<file path="config.mk">
export PLATFORM = sky130hd
export DESIGN_NAME = saa_recip_div
export DESIGN_NICKNAME = d
export VERILOG_FILES = /design/src/hdl/saa_pkg.sv /design/src/hdl/saa_recip_div.sv
export SDC_FILE = /design/constraint.sdc
export NUM_CORES = 2
export LEC_CHECK = 0
export ABC_AREA = 1
export BUFFER_PORTS_ARGS = -buffer_cell sky130_fd_sc_hd__clkbuf_2
export CORE_MARGIN = 2
export CORE_UTILIZATION = 50
export DETAILED_ROUTE_END_ITERATION = 10
export MAX_ROUTING_LAYER = met4
export PLACE_DENSITY = 0.64
export SLEW_MARGIN = 40
export SYNTH_ARGS = -nofsm -noshare
export SYNTH_HDL_FRONTEND = slang
export SYNTH_SLANG_ARGS = --single-unit
</file>
<file path="constraint.sdc">
create_clock -name i_clk -period 3.8 [get_ports i_clk]
set_clock_uncertainty 0.2 [all_clocks]
set_input_delay 0.76 -clock i_clk [delete_from_list [all_inputs] [get_ports i_clk]]
set_output_delay 0.76 -clock i_clk [all_outputs]
set_load 0.05 [all_outputs]
</file>
<file path="src/hdl/saa_pkg.sv">
// Shared types, constants and tables for the splat attribute activation unit.
package saa_pkg;

    localparam int EXP_STAGES = 15;
    localparam int DIV_STAGES = 17;
    localparam int PIPE_DEPTH = EXP_STAGES + DIV_STAGES;

    localparam int Q24_FRAC = 24;
    localparam int EXP_PW = 30;
    localparam int EXP_OW = 36;

    localparam int QUOT_W = 16;
    localparam int DIV_DW = 26;
    localparam int DIV_RW = 41;

    localparam int SCALE_SHIFT = 12;
    localparam int COLOR_SHIFT = 13;

    localparam logic [EXP_OW-1:0] Q24_ONE = EXP_OW'(36'd16777216);
    localparam logic [EXP_OW-1:0] EXP_NEG8_Q24 = EXP_OW'(36'd5628);
    localparam logic [2*EXP_PW-1:0] EXP_ROUND = (2*EXP_PW)'(1) << (Q24_FRAC - 1);
    localparam logic [EXP_OW:0] SCALE_ROUND = (EXP_OW + 1)'(1) << (SCALE_SHIFT - 1);
    localparam logic [23:0] SCALE_MAX = 24'hFF_FFFF;
    localparam logic [15:0] UNIT_Q15 = 16'd32768;
    localparam logic signed [31:0] SH0_Q16 = 32'sd18487;
    localparam logic signed [31:0] COLOR_BIAS = 32'sd134221824;
    localparam logic [DIV_RW-1:0] RECIP_BIAS =
        (DIV_RW'(1) << 39) + (DIV_RW'(1) << (Q24_FRAC - 1));

    localparam logic [EXP_PW-1:0] EXP_FACTOR [EXP_STAGES] = '{
        30'd16781313, 30'd16785410, 30'd16793608, 30'd16810016, 30'd16842880,
        30'd16908801, 30'd17041419, 30'd17309782, 30'd17859253, 30'd19011076,
        30'd21542372, 30'd27660953, 30'd45605201, 30'd123967790, 30'd916004956
    };

    typedef struct packed {
        logic signed [15:0] log_scale_x;
        logic signed [15:0] log_scale_y;
        logic signed [15:0] log_scale_z;
        logic signed [15:0] dc_red;
        logic signed [15:0] dc_green;
        logic signed [15:0] dc_blue;
        logic signed [15:0] opacity_logit;
    } t_splat_in;

    typedef struct packed {
        logic [23:0] scale_x;
        logic [23:0] scale_y;
        logic [23:0] scale_z;
        logic [15:0] red;
        logic [15:0] green;
        logic [15:0] blue;
        logic [15:0] alpha;
    } t_splat_out;

endpackage

</file>
<file path="src/hdl/saa_recip_div.sv">
// Pipelined restoring divider that forms the rounded Q15 reciprocal of one plus exp.
module saa_recip_div (
    input  logic                       i_clk,
    input  logic                       i_en,
    input  logic [saa_pkg::EXP_OW-1:0] i_exp,
    output logic [saa_pkg::QUOT_W-1:0] o_quot
);
    import saa_pkg::*;

    logic [DIV_DW-1:0] r_d0;
    logic [DIV_RW-1:0] r_n;
    logic [DIV_RW-1:0] r_rem [QUOT_W-1];
    logic [DIV_DW-1:0] r_dv [QUOT_W-1];
    logic [QUOT_W-1:0] r_q [QUOT_W];

    logic [DIV_RW-1:0] w_rem_in [QUOT_W];
    logic [DIV_RW-1:0] w_rem_out [QUOT_W];
    logic [DIV_DW-1:0] w_d_in [QUOT_W];
    logic [QUOT_W-1:0] w_q_in [QUOT_W];
    logic [QUOT_W-1:0] w_q_out [QUOT_W];

    assign w_rem_in[0] = r_n;
    assign w_d_in[0]   = r_d0;
    assign w_q_in[0]   = '0;

    for (genvar j = 1; j < QUOT_W; j++) begin : g_link
        assign w_rem_in[j] = r_rem[j-1];
        assign w_d_in[j]   = r_dv[j-1];
        assign w_q_in[j]   = r_q[j-1];
    end

    for (genvar j = 0; j < QUOT_W; j++) begin : g_stage
        localparam int K = QUOT_W - 1 - j;
        logic [DIV_RW:0] w_sub;
        assign w_sub = {1'b0, w_rem_in[j]} - {1'b0, DIV_RW'(w_d_in[j]) << K};
        assign w_rem_out[j] = w_sub[DIV_RW] ? w_rem_in[j] : w_sub[DIV_RW-1:0];
        assign w_q_out[j] = w_q_in[j] | (QUOT_W'(!w_sub[DIV_RW]) << K);
    end

    always_ff @(posedge i_clk) begin
        if (i_en) begin
            r_d0 <= DIV_DW'(Q24_ONE) + DIV_DW'(i_exp[Q24_FRAC:0]);
            r_n  <= RECIP_BIAS + DIV_RW'(i_exp[Q24_FRAC:1]);
            for (int j = 0; j < QUOT_W - 1; j++) begin
                r_rem[j] <= w_rem_out[j];
                r_dv[j]  <= w_d_in[j];
            end
            for (int j = 0; j < QUOT_W; j++) begin
                r_q[j] <= w_q_out[j];
            end
        end
    end

    assign o_quot = r_q[QUOT_W-1];

endmodule

</file>
==> impl_metrics.py <==
metrics = {
    "outcome": {
        "status": "finished clean",
    },
    "setup_path": {
        "max_stage_delay_ps": 450,
        "crit_path_cell_trace": "inv_1 > ha_1 > inv_1 > fa_1 > nand3_1 > nand3_1 > nand2_1 > nand2_1 > nand2_1 > nand3_2 > a21boi_4 > buf_4 > o21ai_0",
        "worst_path_most_repeated_cell": "nand2_1",
        "cp.arrival_ps": 3460,
        "critical_path_class": "register to register",
        "reg2reg_to": "r_rem[1][179]",
        "cp_max_fo": 42,
        "reg2reg_setup_slack_ps": 580,
        "cp-start-kind": "register",
        "r2r_cells": 13,
        "crit_start": "r_dv[1][82]",
        "timing.rr.start": "r_dv[1][82]",
        "cp.required_ps": 4040,
        "critPathCaptureType": "register",
        "cpMaxStageDelayCell": "fa_1",
    },
    "min_path": {
        "hold_end": "r_d0[2]",
        "hold_start": "i_exp[2]",
        "worstHoldPathType": "input port to register",
        "holdPathStages": 1,
    },
    "pwr": {
        "vdd_drop_max_v": 0.000471,
        "power_leakage_nw": 35.9,
        "powerDensity_nw_per_um2": 703,
        "finalPower_w": 0.0531,
    },
    "synthesis": {
        "synthCells": 8811,
        "synth-edff-count": 1047,
        "ys_seq_area_share_pct": 45.5,
        "ys_types": 47,
        "synth-async-reset-ratio_pct": 0,
        "yosys.area.top_type": "edfxtp_1",
        "yosys.area.top_type_share_pct": 45.5,
        "synth_area_sq_um": 69100,
        "avgSynthCellArea_sq_um": 7.84,
        "synth_fp_nets": 9263,
        "ys_warn_count": 0,
        "ys_seq_elements": 1047,
        "netlist_top_cells_area": "edfxtp_1, nand2_1, inv_1",
        "synth_most_common_cell": "nand2_1",
        "ys.flop_type": "edfxtp_1",
        "ys_top_cells_by_count": "nand2_1, inv_1, edfxtp_1, nor2_1, nand3_1",
    },
    "timing": {
        "fin_crit_sh_pct": 84.8,
        "max_freq_mhz": 310,
        "rsz0062_at_grt": "no",
        "fin_ws_ps": 578,
        "drv_slew": 0,
        "tightest_slew_ps": 747,
        "maxSlewHeadroom_pct": 49.8,
        "setup_viol": 0,
        "report.final.hold_viol_count": 0,
        "setup_tns_ps": 0,
        "fin_crit_ps": 3220,
    },
    "global_route": {
        "grt_pass1_vias": 52810,
        "grt_pass1_wl_microns": 308000,
        "grt.met1_usage_pct": 42.2,
        "grt.busiest_layer": "met2",
        "grt_antenna_before_repair": 4,
        "grt_use_met3_pct": 3.59,
        "overflow": 0,
        "groute.usage.overall_pct": 29.1,
        "grt_use_met2_pct": 44.0,
        "grt_max_degree": 93,
    },
    "die": {
        "die_area_sq_um": 141000,
        "initial_core_util_pct": 50.3,
        "num_io_pins": 54,
        "core_region_area_sq_um": 137000,
        "rows": 136,
        "dieHeight_microns": 376,
        "die_x_microns": 376,
    },
    "clocking": {
        "numCtsBuffers": 114,
        "cts.sinks": 1047,
        "clk_pin_slew_ps": 70,
        "htree_levels": 3,
        "cts_max_path_buffers": 3,
        "worstSkewPairLatency_ps": 750,
        "post-cts-setup-buffer-count": 0,
        "cts_tree": "yes",
        "root_buffer": "clkbuf_16",
    },
    "final_layout": {
        "syn_to_final_growth_pct": 9.38,
        "drive_above_1_share_pct": 4.57,
        "final_nets": 9414,
        "diodes": 0,
    },
    "drt": {
        "viasPerCell": 5.29,
        "drc": 0,
        "drt_iter0_drc": 5369,
        "dr.pass1.iters": 6,
        "vias": 57374,
        "wl_microns": 202000,
        "avgRoutedWirePerCell_microns": 18.6,
        "postRouteAntennaNets": 0,
    },
    "placement": {
        "gp_congestion": 1.00,
        "dp_slack_ps": 625,
        "hpwl_microns": 162000,
        "io_buffers": 42,
    },
    "run": {
        "maxCapViolations": 0,
    },
}
==> repair_timing <==
item	in CTS	in global routing
hold endpoints to repair	22	0
hold buffers	21	0
gates resized for setup	0	0
==> layout by cell type, fill, tap and decap left out, types with 117 or more instances in the layout <==
| cell | synthesis | final |
|---|---|---|
| xnor2_1 | 123 | 123 |
| xor2_1 | 126 | 126 |
| nand3_1 | 499 | 499 |
| a21oi_1 | 446 | 446 |
| o21ai_0 | 263 | 263 |
| edfxtp_1 | 1047 | 1047 |
| clkbuf_16 | 0 | 117 |
| ha_1 | 399 | 399 |
| inv_1 | 1559 | 1559 |
| nor2_1 | 648 | 648 |
| nand2_1 | 3042 | 3042 |
==> metrics by stage <==
step / hold slack, ps / std cells / util (%) / area, sq um
6_report: 42.0 / 10856 / 55.0 / 75500
5_1_grt: 9.58 / 10856 / 55.0 / 75500
4_1_cts: 9.29 / 10856 / 55.0 / 75500
3_5_place_dp: 205 / 10619 / 52.1 / 71500
3_3_place_gp: 201 / 10619 / 52.1 / 71500
2_1_floorplan: 200 / 8811 / - / 69100
==> metal layers <==
layer  part of all wire [%]  up-vias
met2                     44     1754
met1                     48    26684
met3                    6.4      238
met4                    2.0        0
li1                       -    28698
met5                      0        -
==> worst max-delay path: cells and delay by family, from the launching register on <==
kind            cells  cell delay [ps]
simple gates        6              720
compound gates      2              390
flops               1              420
fa+ha+maj           2              590
buf+inv             3              590
==> kinds of logic (layout without fill, tap and decap cells) <==
group | after synthesis | in the layout | synth area share, %
AND/OR/NAND/NOR | 4590 | 4590 | 27.5
flip-flops | 1047 | 1047 | 45.5
buffers and inverters | 1670 | 1921 | 9.67
XOR/XNOR | 249 | 249 | 3.16
adder cells (fa/ha/maj) | 414 | 414 | 7.66
AO/OA/AOI/OAI | 841 | 841 | 6.51
==> report_power, final <==
part	switching [W]	total, W	internal [W]
Clock	0.00481	0.0114	0.00654
Combinational	0.0156	0.0234	0.00781
Sequential	0.00212	0.0183	0.0162
Total	0.0225	0.0531	0.0306
==> cell type report <==
cell class	count	area [sq um]
inverters	1573	5910
clock inverters	85	871
repair buffers	132	1150
flip-flops and latches	1047	31400
well taps	1794	2240
fillers	12954	61800
clock buffers	131	2980
multi-input cells	6094	30900
==> registers in the layout, summed over array words and instances (netlist names) <==
signal  flops
r_dv      298
r_q       136
r_rem     587
r_d0       26
==> worst max path at each step <==
| stage | end | slack [ps] | depth (start not counted) |
|---|---|---|---|
| floorplan | r_rem[1][171] | 1270 | 13 |
| global placement | r_rem[1][173] | 680 | 13 |
| detailed placement | r_rem[1][173] | 630 | 13 |
| CTS | r_rem[1][173] | 620 | 13 |
| global route | r_rem[0][36] | 330 | 12 |
| finish | r_rem[1][179] | 580 | 13 |
No activity file was read; power rests on OpenSTA's default activity.
