## src/hdl/saa_pkg.sv

```systemverilog
// Shared types, constants and tables for the splat attribute activation unit.
package saa_pkg;

    localparam int EXP_STAGES = 15;
    localparam int DIV_STAGES = 17;
    localparam int PIPE_DEPTH = EXP_STAGES + DIV_STAGES;

    localparam int Q24_FRAC = 24;
    localparam int EXP_PW = 30;
    localparam int EXP_OW = 36;

    localparam int QUOT_W = 16;
    localparam int DIV_DW = 26;
    localparam int DIV_RW = 41;

    localparam int SCALE_SHIFT = 12;
    localparam int COLOR_SHIFT = 13;

    localparam logic [EXP_OW-1:0] Q24_ONE = EXP_OW'(36'd16777216);
    localparam logic [EXP_OW-1:0] EXP_NEG8_Q24 = EXP_OW'(36'd5628);
    localparam logic [2*EXP_PW-1:0] EXP_ROUND = (2*EXP_PW)'(1) << (Q24_FRAC - 1);
    localparam logic [EXP_OW:0] SCALE_ROUND = (EXP_OW + 1)'(1) << (SCALE_SHIFT - 1);
    localparam logic [23:0] SCALE_MAX = 24'hFF_FFFF;
    localparam logic [15:0] UNIT_Q15 = 16'd32768;
    localparam logic signed [31:0] SH0_Q16 = 32'sd18487;
    localparam logic signed [31:0] COLOR_BIAS = 32'sd134221824;
    localparam logic [DIV_RW-1:0] RECIP_BIAS =
        (DIV_RW'(1) << 39) + (DIV_RW'(1) << (Q24_FRAC - 1));

    localparam logic [EXP_PW-1:0] EXP_FACTOR [EXP_STAGES] = '{
        30'd16781313, 30'd16785410, 30'd16793608, 30'd16810016, 30'd16842880,
        30'd16908801, 30'd17041419, 30'd17309782, 30'd17859253, 30'd19011076,
        30'd21542372, 30'd27660953, 30'd45605201, 30'd123967790, 30'd916004956
    };

    typedef struct packed {
        logic signed [15:0] log_scale_x;
        logic signed [15:0] log_scale_y;
        logic signed [15:0] log_scale_z;
        logic signed [15:0] dc_red;
        logic signed [15:0] dc_green;
        logic signed [15:0] dc_blue;
        logic signed [15:0] opacity_logit;
    } t_splat_in;

    typedef struct packed {
        logic [23:0] scale_x;
        logic [23:0] scale_y;
        logic [23:0] scale_z;
        logic [15:0] red;
        logic [15:0] green;
        logic [15:0] blue;
        logic [15:0] alpha;
    } t_splat_out;

endpackage

```

## src/hdl/saa_color_lane.sv

```systemverilog
// Color lane: scales a degree-0 harmonic term, adds one half, clamps and delays it.
module saa_color_lane (
    input  logic               i_clk,
    input  logic               i_en,
    input  logic signed [15:0] i_dc,
    output logic [15:0]        o_color
);
    import saa_pkg::*;

    logic signed [31:0] w_ext;
    logic signed [31:0] w_sum;
    logic [17:0]        w_shift;
    logic [15:0]        w_val;
    logic [15:0]        r_dly [PIPE_DEPTH];

    assign w_ext   = {{16{i_dc[15]}}, i_dc};
    assign w_sum   = w_ext * SH0_Q16 + COLOR_BIAS;
    assign w_shift = w_sum[30:COLOR_SHIFT];

    always_comb begin
        if (w_sum[31]) begin
            w_val = '0;
        end else if (w_shift > 18'(UNIT_Q15)) begin
            w_val = UNIT_Q15;
        end else begin
            w_val = w_shift[15:0];
        end
    end

    always_ff @(posedge i_clk) begin
        if (i_en) begin
            r_dly[0] <= w_val;
            for (int s = 1; s < PIPE_DEPTH; s++) begin
                r_dly[s] <= r_dly[s-1];
            end
        end
    end

    assign o_color = r_dly[PIPE_DEPTH-1];

endmodule

```

## config.mk

```make
export PLATFORM = sky130hd
export DESIGN_NAME = saa_color_lane
export DESIGN_NICKNAME = d
export VERILOG_FILES = /design/src/hdl/saa_pkg.sv /design/src/hdl/saa_color_lane.sv
export SDC_FILE = /design/constraint.sdc
export NUM_CORES = 1
export LEC_CHECK = 0
export ABC_AREA = 0
export BUFFER_PORTS_ARGS = -buffer_cell sky130_fd_sc_hd__buf_4
export CAP_MARGIN = 10
export CORE_MARGIN = 2
export CORE_UTILIZATION = 25
export CTS_BUF_LIST = sky130_fd_sc_hd__clkbuf_4
export CTS_CLUSTER_DIAMETER = 60
export DETAILED_ROUTE_END_ITERATION = 8
export SKIP_LAST_GASP = 1
export SLEW_MARGIN = 5
export SYNTH_ARGS = -nofsm -noshare
export SYNTH_HDL_FRONTEND = slang
export SYNTH_SLANG_ARGS = --single-unit
```

## constraint.sdc

```tcl
create_clock -name i_clk -period 6.2 [get_ports i_clk]
set_input_delay 0.31 -clock i_clk [delete_from_list [all_inputs] [get_ports i_clk]]
set_output_delay 0.31 -clock i_clk [all_outputs]
set_load 0.02 [all_outputs]
```

==> summary.txt, run 1 <==
Status
  – Status: completed

Die
  – Starting utilization of the core area: 25.3%
  – Horizontal die dimension: about 290 um
  – Std cell rows: 104
  – Area of the core: between 80000 and 90000 um2
  – Die boundary height: 290 um
  – Area of the die: 83900 um2
  – Number of top-level pins: 34

Clocking
  – Post-CTS Setup Inserts: 0
  – Number of H-tree levels: 3
  – Number of clock sinks seen by CTS: a little over 500
  – CTS Buf Count: 116
  – CTS Hold Bufs: 0
  – Maximum count of clock buffers along a single path: 3
  – TritonCTS clock tree: built
  – CTS root buf: clkbuf_4
  – Clock latency reported for the late side of the worst-skew pair: around 0.74 ns
  – Clock edge transition at the registers on the reported setup and hold paths: 0.07 ns
  – Post-CTS resize count: 0

Yosys
  – Yosys cell types: 50
  – Share of synthesized registers carrying an async set or reset: 0%
  – EDFF count, synth: between 500 and 600
  – Post-synthesis cell count: 1056
  – Sequential fraction of the synthesis area: 75.4%
  – Cell area after synthesis: about 20000 um2
  – Most used DFF post-synth: edfxtp_1
  – Synthesis warning total: 0
  – Flip-flop and latch count after synthesis: 512
  – Net Count, Synth: between 1000 and 1500
  – Average cell area after synthesis: a little under 20 um2

Power
  – Pwr dens: just under 400 nW/um2
  – P_leak: 0.00873 uW
  – Total chip power: 9180 uW
  – Maximum vdd drop: slightly below 0.2 mV

Global route
  – Fraction of met1 tracks used by global routing: 8.80%
  – Vias in the first global route: 9250
  – Pin count of the biggest net entering global routing: 154
  – Global route total overflow: 0
  – GR met2 Demand/Resource: about a tenth
  – Total global routing track utilization: 6.59%
  – Initial antenna violation count: 1
  – Most Crowded Layer GR: met2
  – Global-route wire length before repair: 45.5 mm
  – Met3 Use GR: under 10%

Drt
  – DRC errors left: 0
  – Total Routed Length: 27.7 mm
  – Vias per cell: 3.80
  – Number of design-rule violations left by the first detailed-router iteration: 513
  – Per-cell routed wire length: about 12 um
  – First-pass detailed-route iteration total: 4
  – Post-route antenna net violation count: 0
  – Number of vias in the routed layout: 8860

Placement
  – Quantity of I/O buffers inserted on ports: 33
  – Global placer's final weighted congestion: 0.797
  – Final HPWL DP: around 17 mm
  – Placed Area: 21900 um2

Final layout
  – Final Net Count: roughly 1400
  – Register ranked first by flip-flop count: r_dly
  – Number of flip-flops under the largest register name: 512
  – Final Cell Area: around 23000 um2
  – Ratio of cells with drive above 1 in the final layout: 17.5%
  – Count of filler cells inserted in the layout: about 8000
  – Registers with the most flip-flops: r_dly x512
  – P&R area growth vs syn: 14.2%

Timing
  – Tightest hold margin: 0.186 ns
  – Max-slew violation count: 0
  – Setup_tns: 0 ns
  – Max_slew headroom: 31.8%
  – Crit path time final: 5.37 ns
  – Period utilization: 86.6%
  – Final setup vio count: 0
  – Achievable Freq: roughly 190 MHz
  – Setup repair after global routing missed its margin: false
  – Hold Violations, Final: 0
  – Setup skew after layout: 0.0373 ns
  – Slew at the pin closest to its max-slew limit: approximately 1.0 ns

Job
  – Number of max-cap violations: 0

Worst hold path
  – Worst min-delay path category: input pin to flop

Setup path
  – Kind of end point of the critical path: flop
  – Data required time at the worst endpoint: 6.72 ns
  – Crit start category: input pin
  – Maximum fanout along the worst path: 15
  – Critical path type: input pin to flop
  – Worst path arrival time: 5.89 ns
[power by group]
group,leakage [uW],switching (uW),internal (uW)
sequential,0.00501,56.8,4100
clock,0.000839,1180,1280
combinational,0.00289,1560,1000
total,0.00873,2790,6390
[per-stage QoR]
stage / setup WS (ns) / instances / utilization, %
2_1_floorplan: 0.428 / 1056 / -
3_3_place_gp: 0.247 / 2129 / 27.1
3_5_place_dp: 0.215 / 2129 / 27.1
4_1_cts: 0.989 / 2329 / 28.9
5_1_grt: 0.562 / 2330 / 28.9
6_report: 0.830 / 2330 / 28.9
[logic make-up (layout without fill, tap and decap cells)]
kind of cell / Yosys count / count (layout) / share of synthesized area [%]
xor gates and xnor gates: 28 / 28 / 1.20
adders and majority gates: 215 / 215 / 15.6
DFF: 512 / 512 / 75.4
other: 0 / 1 / 0
and+or+nand+nor: 80 / 80 / 2.00
AOI/OAI and AO/OA: 96 / 96 / 3.12
buffers and inverters: 125 / 338 / 2.71
[layer usage]
layer / up-vias / part of all wire [%]
met2: 173 / 44
met3: 74 / 3.9
met4: 0 / 2.9
met1: 4335 / 49
li1: 4278 / -
met5: - / 0
[cell usage after synthesis, types with 2 or more instances]
cell type  count  area, um2
o21bai_1       2       15.0
a22oi_1        2       15.0
nand3_1        6       30.0
buf_2          4       20.0
nand2_1       25       93.8
a21oi_2        2       17.5
a221oi_1       2       17.5
nor4_1         2       12.5
inv_1         96        360
o21ai_1        3       15.0
clkbuf_1       5       18.8
fa_1          65       1300
nor2_1         9       33.8
o211ai_1       2       15.0
buf_4         17        128
a211o_1        3       26.3
a31oi_1        4       25.0
or3_1          2       12.5
or2_2          2       12.5
and2_1        12       75.1
o21ai_0       25        125
buf_6          2       22.5
nor3_1         5       25.0
o21a_1         4       30.0
xnor2_1       18        158
xor2_1        10       87.6
a21oi_1       26        130
a21o_1         9       67.6
nand4_1       11       68.8
ha_1         150       1880
edfxtp_1     512      15400
[cell usage in the layout, fill, tap and decap left out, types with 5 or more instances in the layout]
| master | Yosys | final |
|---|---|---|
| edfxtp_1 | 512 | 512 |
| clkbuf_4 | 0 | 169 |
| ha_1 | 150 | 150 |
| inv_1 | 96 | 96 |
| fa_1 | 65 | 65 |
| buf_4 | 17 | 39 |
| clkinv_1 | 1 | 28 |
| a21oi_1 | 26 | 26 |
| nand2_1 | 25 | 25 |
| o21ai_0 | 25 | 25 |
| xnor2_1 | 18 | 18 |
| and2_1 | 12 | 12 |
| nand4_1 | 11 | 11 |
| xor2_1 | 10 | 10 |
| a21o_1 | 9 | 9 |
| nor2_1 | 9 | 9 |
| nand3_1 | 6 | 6 |
| nor3_1 | 5 | 5 |
[worst max-delay path, cell delays in order]
cell	delay (ns)
buf_4	0.13
inv_1	0.14
ha_1	0.29
fa_1	0.54
inv_1	0.05
ha_1	0.26
inv_1	0.05
fa_1	0.47
inv_1	0.05
fa_1	0.52
inv_1	0.05
fa_1	0.53
inv_1	0.04
ha_1	0.38
nand2_1	0.11
o21ai_1	0.09
a22oi_1	0.46
a31oi_1	0.17
or4_1	0.52
a222oi_1	0.28
buf_4	0.23
nor3b_1	0.20
[layout make-up]
| class | count | area [um2] | share of cell area [%] |
|---|---|---|---|
| Tap cell | 1060 | 1330 | 5.70 |
| Timing Repair Buffer | 41 | 328 | 1.41 |
| Multi-Input combinational cell | 419 | 4470 | 19.2 |
| Antenna cell | 1 | 2.50 | 0.0107 |
| Inverter | 97 | 364 | 1.56 |
| Clock buffer | 169 | 1270 | 5.45 |
| Sequential cell | 512 | 15400 | 66.0 |
| Clock inverter | 31 | 150 | 0.645 |
[worst paths after layout]
path / from / endpoint / slack [ns] / depth (start not counted)
setup / recovery: i_dc[14] / r_dly[0][3] / 0.83 / 22
hold / removal: i_en / r_dly[1][248] / 0.19 / 1
setup reg to reg: r_dly[1][113] / r_dly[1][129] / 5.51 / 0
hold reg to reg: r_dly[0][131] / r_dly[0][147] / 0.39 / 0
Power figures use the tool's default switching activity.
==> inputs of run 2 (changes only) <==
--- a/config.mk
+++ b/config.mk
@@ -13,6 +13,7 @@
 export CTS_BUF_LIST = sky130_fd_sc_hd__clkbuf_4
 export CTS_CLUSTER_DIAMETER = 60
 export DETAILED_ROUTE_END_ITERATION = 8
+export GPL_TIMING_DRIVEN = 0
 export SKIP_LAST_GASP = 1
 export SLEW_MARGIN = 5
 export SYNTH_ARGS = -nofsm -noshare
==> run 2 against run 1 <==
Final cell count is 0.86% higher. First-iteration DRC count up 4.9%. Largest cell class unchanged. Global-route usage fell by 0.14 points. Register-to-register slack improved by 0.02 ns. Via count fell by 0.95%. Routed wire length decreased by 3.2%. Critical endpoint unchanged.
==> summary.txt, run 2 (synthesis results as in run 1) <==
Status
  – Status: completed

Timing
  – Setup_tns: 0 ns (unchanged)
  – Achievable Freq: 174 MHz (-6.8%)
  – Crit path time final: 5.76 ns (+0.390 ns)
  – Setup skew after layout: 0.0194 ns (-0.0179 ns)
  – Max-slew violation count: 0 (unchanged)
  – Final setup vio count: 0 (unchanged)
  – Slew at the pin closest to its max-slew limit: 0.861 ns (-0.162 ns)
  – Max_slew headroom: 42.6% (+11 points)
  – Period utilization: 92.9% (+6.3 points)
  – Final worst-path setup slack: 0.440 ns (-0.390 ns)
  – Hold Violations, Final: 0 (unchanged)
  – Setup repair after global routing missed its margin: false

Drt
  – DRC errors left: 0 (unchanged)
  – First-pass detailed-route iteration total: 5 (+1)
  – Total Routed Length: 26.8 mm (-3.2%)
  – Per-cell routed wire length: 11.4 um (-4.1%)
  – Number of vias in the routed layout: 8776 (-0.95%)
  – Number of design-rule violations left by the first detailed-router iteration: 538 (+4.9%)
  – Vias per cell: 3.73 (-1.8%)
  – Post-route antenna net violation count: 0 (unchanged)

Clocking
  – Number of clock sinks seen by CTS: 512 (unchanged)
  – CTS Hold Bufs: 0 (unchanged)
  – CTS root buf: clkbuf_4
  – Clock edge transition at the registers on the reported setup and hold paths: 0.06 ns (about the same)
  – Maximum count of clock buffers along a single path: 3 (unchanged)
  – CTS Buf Count: 112 (-3.4%)
  – Number of H-tree levels: 3 (unchanged)
  – Clock latency reported for the late side of the worst-skew pair: 0.76 ns (+0.02 ns)
  – TritonCTS clock tree: built

Global route
  – Vias in the first global route: 9009 (-2.6%)
  – Pin count of the biggest net entering global routing: 118 (-23%)
  – Global route total overflow: 0 (unchanged)
  – Total global routing track utilization: 6.45% (-0.14 points)
  – Global-route wire length before repair: 44.2 mm (-2.9%)
  – Initial antenna violation count: 2 (+1)

Die
  – Starting utilization of the core area: 25.3% (unchanged)
  – Area of the core: 80700 um2 (unchanged)
  – Horizontal die dimension: 290 um (unchanged)
  – Number of top-level pins: 34 (unchanged)
  – Std cell rows: 104 (unchanged)
  – Die boundary height: 290 um (unchanged)
  – Area of the die: 83900 um2 (unchanged)

Final layout
  – Most frequent standard cell in the layout excluding fill and tap cells: edfxtp_1
  – P&R area growth vs syn: 15.7%
  – Register ranked first by flip-flop count: r_dly
  – Number of flip-flops under the largest register name: 512 (unchanged)
  – Final instance count without filler cells: 2350 (+0.86%)
  – Final Net Count: 1442 (+1.5%)
  – Final Cell Area: 23600 um2 (+1.3%)
  – Ratio of cells with drive above 1 in the final layout: 19.3% (+1.8 points)
  – Highest-count cells in the layout ignoring fill and taps: edfxtp_1, clkbuf_4, ha_1, inv_1, fa_1
  – Registers with the most flip-flops: r_dly x512

Power
  – Relative contribution of the clock network to total power: 27.4% (+0.6 points)
  – Fraction of power spent switching nets: 29.9% (-0.54 points)
  – Sequential Power Share: 44.6% (-0.7 points)
  – Cell internal power dissipation: 6540 uW (+2.4%)
  – Pwr dens: 395 nW/um2 (+0.24%)
  – Part of the power in combinational logic: 28.1% (+0.2 points)
  – Maximum vdd drop: 0.220 mV (+12%)
  – Total chip power: 9330 uW (+1.6%)
  – Switching power summed over all nets: 2790 uW (-0.22%)
  – P_leak: 0.00889 uW (+1.8%)

Setup path
  – Maximum fanout along the worst path: 18 (+3)
  – Kind of end point of the critical path: flop
  – Most used cell, CP: fa_1
  – Critical path type: input pin to flop
  – Cells traversed along the worst timing path: buf_4, clkbuf_2, clkinvlp_4, fa_1, inv_1, ha_1, fa_1, inv_1, fa_1, fa_1, inv_1, ha_1, clkbuf_1, nand4_1, nor3_1, a22oi_1, a31oi_1, or4_1, a222oi_1, buf_4, buf_4, nor3b_1
  – Worst path arrival time: 6.33 ns (+0.44 ns)
  – Slowest Stage Delay on Critical Path: 0.57 ns (+0.03 ns)
  – Crit start category: input pin
  – Data required time at the worst endpoint: 6.77 ns (+0.05 ns)
  – Register-to-Register Path Depth: 0 (unchanged)
  – Worst-path cell with the longest stage delay: fa_1

Placement
  – Global placer's final weighted congestion: 0.831 (+4.2%)
  – Final HPWL DP: 16.6 mm (-3.5%)
  – Placed insts: 2153 (+1.1%)
  – Pre-CTS setup slack: -1.18 ns (-1.40 ns)
  – Placed Area: 22100 um2 (+1.0%)
  – Quantity of I/O buffers inserted on ports: 33 (unchanged)

Worst hold path
  – Worst hold path stage count: 1 (unchanged)
  – Worst min-delay path category: input pin to flop

Job
  – Number of max-cap violations: 0 (unchanged)
-- run 2: cell count changes in the layout (fill, tap and decap cells not counted), moves of 2 or more --
cell,delta
buf_2,+4
buf_6,+2
clkinv_1,-11
buf_16,+4
clkbuf_1,+4
buf_4,+12
bufinv_16,+3
-- run 2: stage by stage --
step | util [%] | hold slack, ns
final | 29.2 | 0.106
after global routing | 29.2 | 0.0567
after CTS | 29.2 | 0.0328
after detailed placement | 27.4 | 0.405
after global placement | 27.2 | 0.401
after floorplan | - | 0.400
-- run 2: layout make-up --
cell class / instances / area, um2
fillers: 7997 / 57100
flip-flops and latches: 512 / 15400
multi-input cells: 419 / 4470
well taps: 1060 / 1330
clock buffers: 168 / 1260
repair buffers: 39 / 380
inverters: 97 / 368
clock inverters: 25 / 213
plain buffers: 28 / 190
diodes: 2 / 5.00
-- run 2: worst max-delay path, delay by kind of cell --
kind                     cells  cell delay (ns)
AO/OA/AOI/OAI                3             0.87
adder cells (fa/ha/maj)      6             2.54
buffers and inverters        9             1.57
AND/OR/NAND/NOR              4             1.03
-- run 2: path summary, 6_finish.rpt --
check	start	end	slack (ns)
worst max-delay path	i_dc[15]	r_dly[0][3]	0.44
worst min-delay path	i_en	r_dly[1][248]	0.11
worst max register to register	r_dly[0][34]	r_dly[0][50]	5.53
worst min register to register	r_dly[0][117]	r_dly[0][133]	0.40
-- run 2: per-layer routing --
metal,routed length (um),GRT usage [%]
met1,12800,8.33
met2,12500,10.0
met3,1130,2.06
met4,397,2.63
met5,0,0
-- run 2: power by group through the flow --
stage / clock network, uW / registers [uW] / logic (uW)
global placement: 0 / 4250 / 2540
global route: 2860 / 4180 / 2990
detailed placement: 0 / 4240 / 2560
floorplan: 0 / 4210 / 1950
CTS: 2680 / 4160 / 2600
finish: 2550 / 4160 / 2620
-- run 2: what timing repair did --
action,4_1_cts,5_1_grt
pin swaps,1,0
setup buffers,2,0
endpoints found under the setup margin,15,15
resized for setup,0,4
cloned,0,0
==> inputs of run 3 (changes only) <==
--- a/config.mk
+++ b/config.mk
@@ -5,7 +5,7 @@
 export SDC_FILE = /design/constraint.sdc
 export NUM_CORES = 1
 export LEC_CHECK = 0
-export ABC_AREA = 0
+export ABC_AREA = 1
 export BUFFER_PORTS_ARGS = -buffer_cell sky130_fd_sc_hd__buf_4
 export CAP_MARGIN = 10
 export CORE_MARGIN = 2
==> run 3 against run 2 <==
Clock-buffer cell count up 2. Global-route usage up 0.44 points. Fmax up 5.7%. Die area up 3.2%. First-iteration DRC count down 10%. Non-clock buffer count down 11. Worst setup slack better by 0.31 ns.
==> summary.txt, run 3 <==
Drt
  – Post-route antenna net violation count: 0 (unchanged)
  – Number of design-rule violations left by the first detailed-router iteration: 484 (-10%)
  – Per-cell routed wire length: 11.2 um (-1.6%)
  – Total Routed Length: 29.5 mm (+9.8%)
  – Number of vias in the routed layout: 9748 (+11%)
  – Vias per cell: 3.72 (-0.45%)
  – First-pass detailed-route iteration total: 4 (-1)
  – DRC errors left: 0 (unchanged)

Global route
  – GR met2 Demand/Resource: 11.3% (+1.3 points)
  – Global-route wire length before repair: 49.2 mm (+11%)
  – Most Crowded Layer GR: met2
  – Fraction of met1 tracks used by global routing: 8.64% (+0.30 points)
  – Pin count of the biggest net entering global routing: 137 (+16%)
  – Met3 Use GR: 1.64% (-0.42 points)
  – Initial antenna violation count: 1 (-1)
  – Global route total overflow: 0 (unchanged)
  – Total global routing track utilization: 6.89% (+0.44 points)
  – Vias in the first global route: 10318 (+15%)

Yosys
  – Flip-flop and latch count after synthesis: 512 (unchanged)
  – Synth cell count leaders: edfxtp_1, inv_1, nand2_1
  – Average cell area after synthesis: 16.3 um2 (-15%)
  – Share of the synthesized area in the top cell type: 73.0% (-2.4 points)
  – Most used DFF post-synth: edfxtp_1
  – Yosys cell types: 30 (-40%)
  – Share of synthesized registers carrying an async set or reset: 0% (unchanged)
  – Cell area after synthesis: 21100 um2 (+3.3%)
  – Synthesis warning total: 0 (unchanged)
  – Most frequent cell after synthesis: edfxtp_1
  – Sequential fraction of the synthesis area: 73.0% (-2.4 points)
  – EDFF count, synth: 512 (unchanged)
  – Library cell with the largest summed area after synthesis: edfxtp_1
  – Post-synthesis cell count: 1289 (+22%)
  – Main area contributors after synthesis: edfxtp_1, ha_1, fa_1
  – Net Count, Synth: 1522 (+18%)

Final layout
  – Count of filler cells inserted in the layout: 8371 (+4.7%)
  – Final Net Count: 1675 (+16%)
  – P&R area growth vs syn: 15.5%
  – Area of the multi-input gates: 4810 um2 (+7.5%)
  – Highest-count cells in the layout ignoring fill and taps: edfxtp_1, inv_1, nand2_1, clkbuf_4, ha_1
  – Ratio of cells with drive above 1 in the final layout: 17.3% (-2.1 points)
  – Registers with the most flip-flops: r_dly x512
  – Register ranked first by flip-flop count: r_dly
  – Final Cell Area: 24300 um2 (+3.1%)
  – Register cell area after layout: 15400 um2 (unchanged)
  – Number of flip-flops under the largest register name: 512 (unchanged)
  – Most frequent standard cell in the layout excluding fill and tap cells: edfxtp_1

Setup path
  – Worst-path cell with the longest stage delay: fa_1
  – Worst path arrival time: 6.01 ns (-0.32 ns)
  – Crit start category: input pin
  – Kind of end point of the critical path: flop
  – Most used cell, CP: fa_1
  – Data required time at the worst endpoint: 6.76 ns (about the same)
  – Maximum fanout along the worst path: 18 (unchanged)
  – Critical path type: input pin to flop
  – Slowest Stage Delay on Critical Path: 0.58 ns (about the same)
  – Cells traversed along the worst timing path: buf_4, clkbuf_1, inv_1, fa_1, inv_1, ha_1, fa_1, fa_1, fa_1, ha_1, nand2_1, nor2_1, and2_1, nand3b_1, nand4_1, nand2_1, nor2_1, nand2_1, nor2_1, nand3_1, nand2_2, nand2_4, buf_12, nor2_2
  – Worst reg2reg setup slack: 5.55 ns (+0.02 ns)

Power
  – Sequential Power Share: 41.2% (-3.4 points)
  – Cell internal power dissipation: 6640 uW (+1.5%)
  – Relative contribution of the clock network to total power: 25.5% (-1.9 points)
  – P_leak: 0.00973 uW (+9.4%)
  – Part of the power in combinational logic: 33.2% (+5.1 points)
  – Total chip power: 10100 uW (+8.3%)
  – Pwr dens: 415 nW/um2 (+5.1%)
  – Switching power summed over all nets: 3460 uW (+24%)
  – Fraction of power spent switching nets: 34.3% (+4.4 points)
  – Maximum vdd drop: 0.209 mV (-5.0%)

Clocking
  – CTS root buf: clkbuf_4
  – Number of H-tree levels: 3 (unchanged)
  – Clock latency reported for the late side of the worst-skew pair: 0.73 ns (-0.03 ns)
  – Post-CTS resize count: 0 (unchanged)
  – CTS Buf Count: 113 (+0.89%)
  – TritonCTS clock tree: built
  – Maximum count of clock buffers along a single path: 3 (unchanged)
  – Clock edge transition at the registers on the reported setup and hold paths: 0.08 ns (+0.02 ns)
  – Number of clock sinks seen by CTS: 512 (unchanged)

Timing
  – Achievable Freq: 184 MHz (+5.7%)
  – Setup_tns: 0 ns (unchanged)
  – Max-slew violation count: 0 (unchanged)
  – Setup skew after layout: 0.0341 ns (+0.0147 ns)
  – Slew at the pin closest to its max-slew limit: 0.661 ns (-0.200 ns)
  – Period utilization: 87.9% (-5.0 points)
  – Final setup vio count: 0 (unchanged)
  – Crit path time final: 5.45 ns (-0.312 ns)
  – Final worst-path setup slack: 0.752 ns (+0.312 ns)
  – Max_slew headroom: 56.0% (+13 points)
  – Setup repair after global routing missed its margin: false
  – Hold Violations, Final: 0 (unchanged)

Job
  – Number of max-cap violations: 0 (unchanged)

Worst hold path
  – Worst min-delay path category: flop to flop

Placement
  – Final HPWL DP: 19.6 mm (+18%)
  – Placed Area: 22800 um2 (+3.1%)
  – Pre-CTS setup slack: -0.0522 ns (+1.13 ns)
  – Global placer's final weighted congestion: 0.789 (-5.0%)
  – Quantity of I/O buffers inserted on ports: 33 (unchanged)

Die
  – Std cell rows: 106 (+1.9%)
  – Area of the core: 83600 um2 (+3.6%)
  – Starting utilization of the core area: 25.2% (-0.073 points)
  – Area of the die: 86600 um2 (+3.2%)
  – Number of top-level pins: 34 (unchanged)
  – Die boundary height: 294 um (+1.6%)
  – Horizontal die dimension: 294 um (+1.6%)

Status
  – Status: completed
[run 3: changes by cell type after synthesis, sizes merged, moves of 10 or more]
cell   delta
nor2     +51
xnor2    -11
inv     +100
and2     -10
nand3    +21
nand2   +160
o21ai    -15
[run 3: what timing repair did]
item / in CTS / in global routing
hold buffers: 1 / 0
hold endpoints to repair: 11 / 0
buffers inserted: 0 / 0
[run 3: kinds of logic (layout without fill, tap and decap cells)]
group	after synthesis	in the layout	synth area share [%]
compound gates	41	41	1.06
buf+inv	214	466	4.18
fa+ha+maj	215	215	15.1
flops	512	512	73.0
other cells	0	1	0
xor+xnor	18	18	0.748
simple gates	289	289	5.93
[run 3: routing by layer]
| layer | up-vias | share of wire, % |
|---|---|---|
| met4 | 0 | 2.3 |
| met5 | - | 0 |
| li1 | 4866 | - |
| met2 | 140 | 48 |
| met1 | 4689 | 47 |
| met3 | 53 | 3.1 |
[run 3: power groups by stage]
stage	Combinational, uW	Clock, uW	Sequential, uW
2_1_floorplan	2490	0	4220
3_3_place_gp	3400	0	4250
3_5_place_dp	3410	0	4240
4_1_cts	3430	2710	4170
5_1_grt	3930	2900	4190
6_report	3360	2580	4170
[run 3: worst paths after layout]
path	from	end	cells after the start
setup / recovery	i_dc[15]	r_dly[0][9]	24
hold / removal	r_dly[0][97]	r_dly[0][113]	0
setup reg to reg	r_dly[1][150]	r_dly[1][166]	0
hold reg to reg	r_dly[0][97]	r_dly[0][113]	0
[run 3: cell type report]
| class | count | area share [%] |
|---|---|---|
| clock buffer | 170 | 5.25 |
| inverter | 196 | 3.02 |
| tap | 1080 | 5.56 |
| multi-input combinational | 563 | 19.8 |
| buffer | 18 | 0.592 |
| sequential | 512 | 63.2 |
| antenna | 1 | 0.0103 |
| clock inverter | 44 | 1.05 |
| timing repair buffer | 38 | 1.54 |
[run 3: critical path, delay by kind of cell]
family                   cells  cell delay (ns)
buffers and inverters        5             1.28
adder cells (fa/ha/maj)      6             2.79
AND/OR/NAND/NOR             13             1.61
[run 3: stage by stage]
| stage | hold slack, ns | utilization, % | instances |
|---|---|---|---|
| finish | 0.384 | 29.1 | 2622 |
| global placement | 0.402 | 27.1 | 2402 |
| CTS | 0.372 | 29.1 | 2621 |
| global route | 0.379 | 29.1 | 2622 |
| floorplan | 0.400 | - | 1289 |
| detailed placement | 0.405 | 27.3 | 2406 |
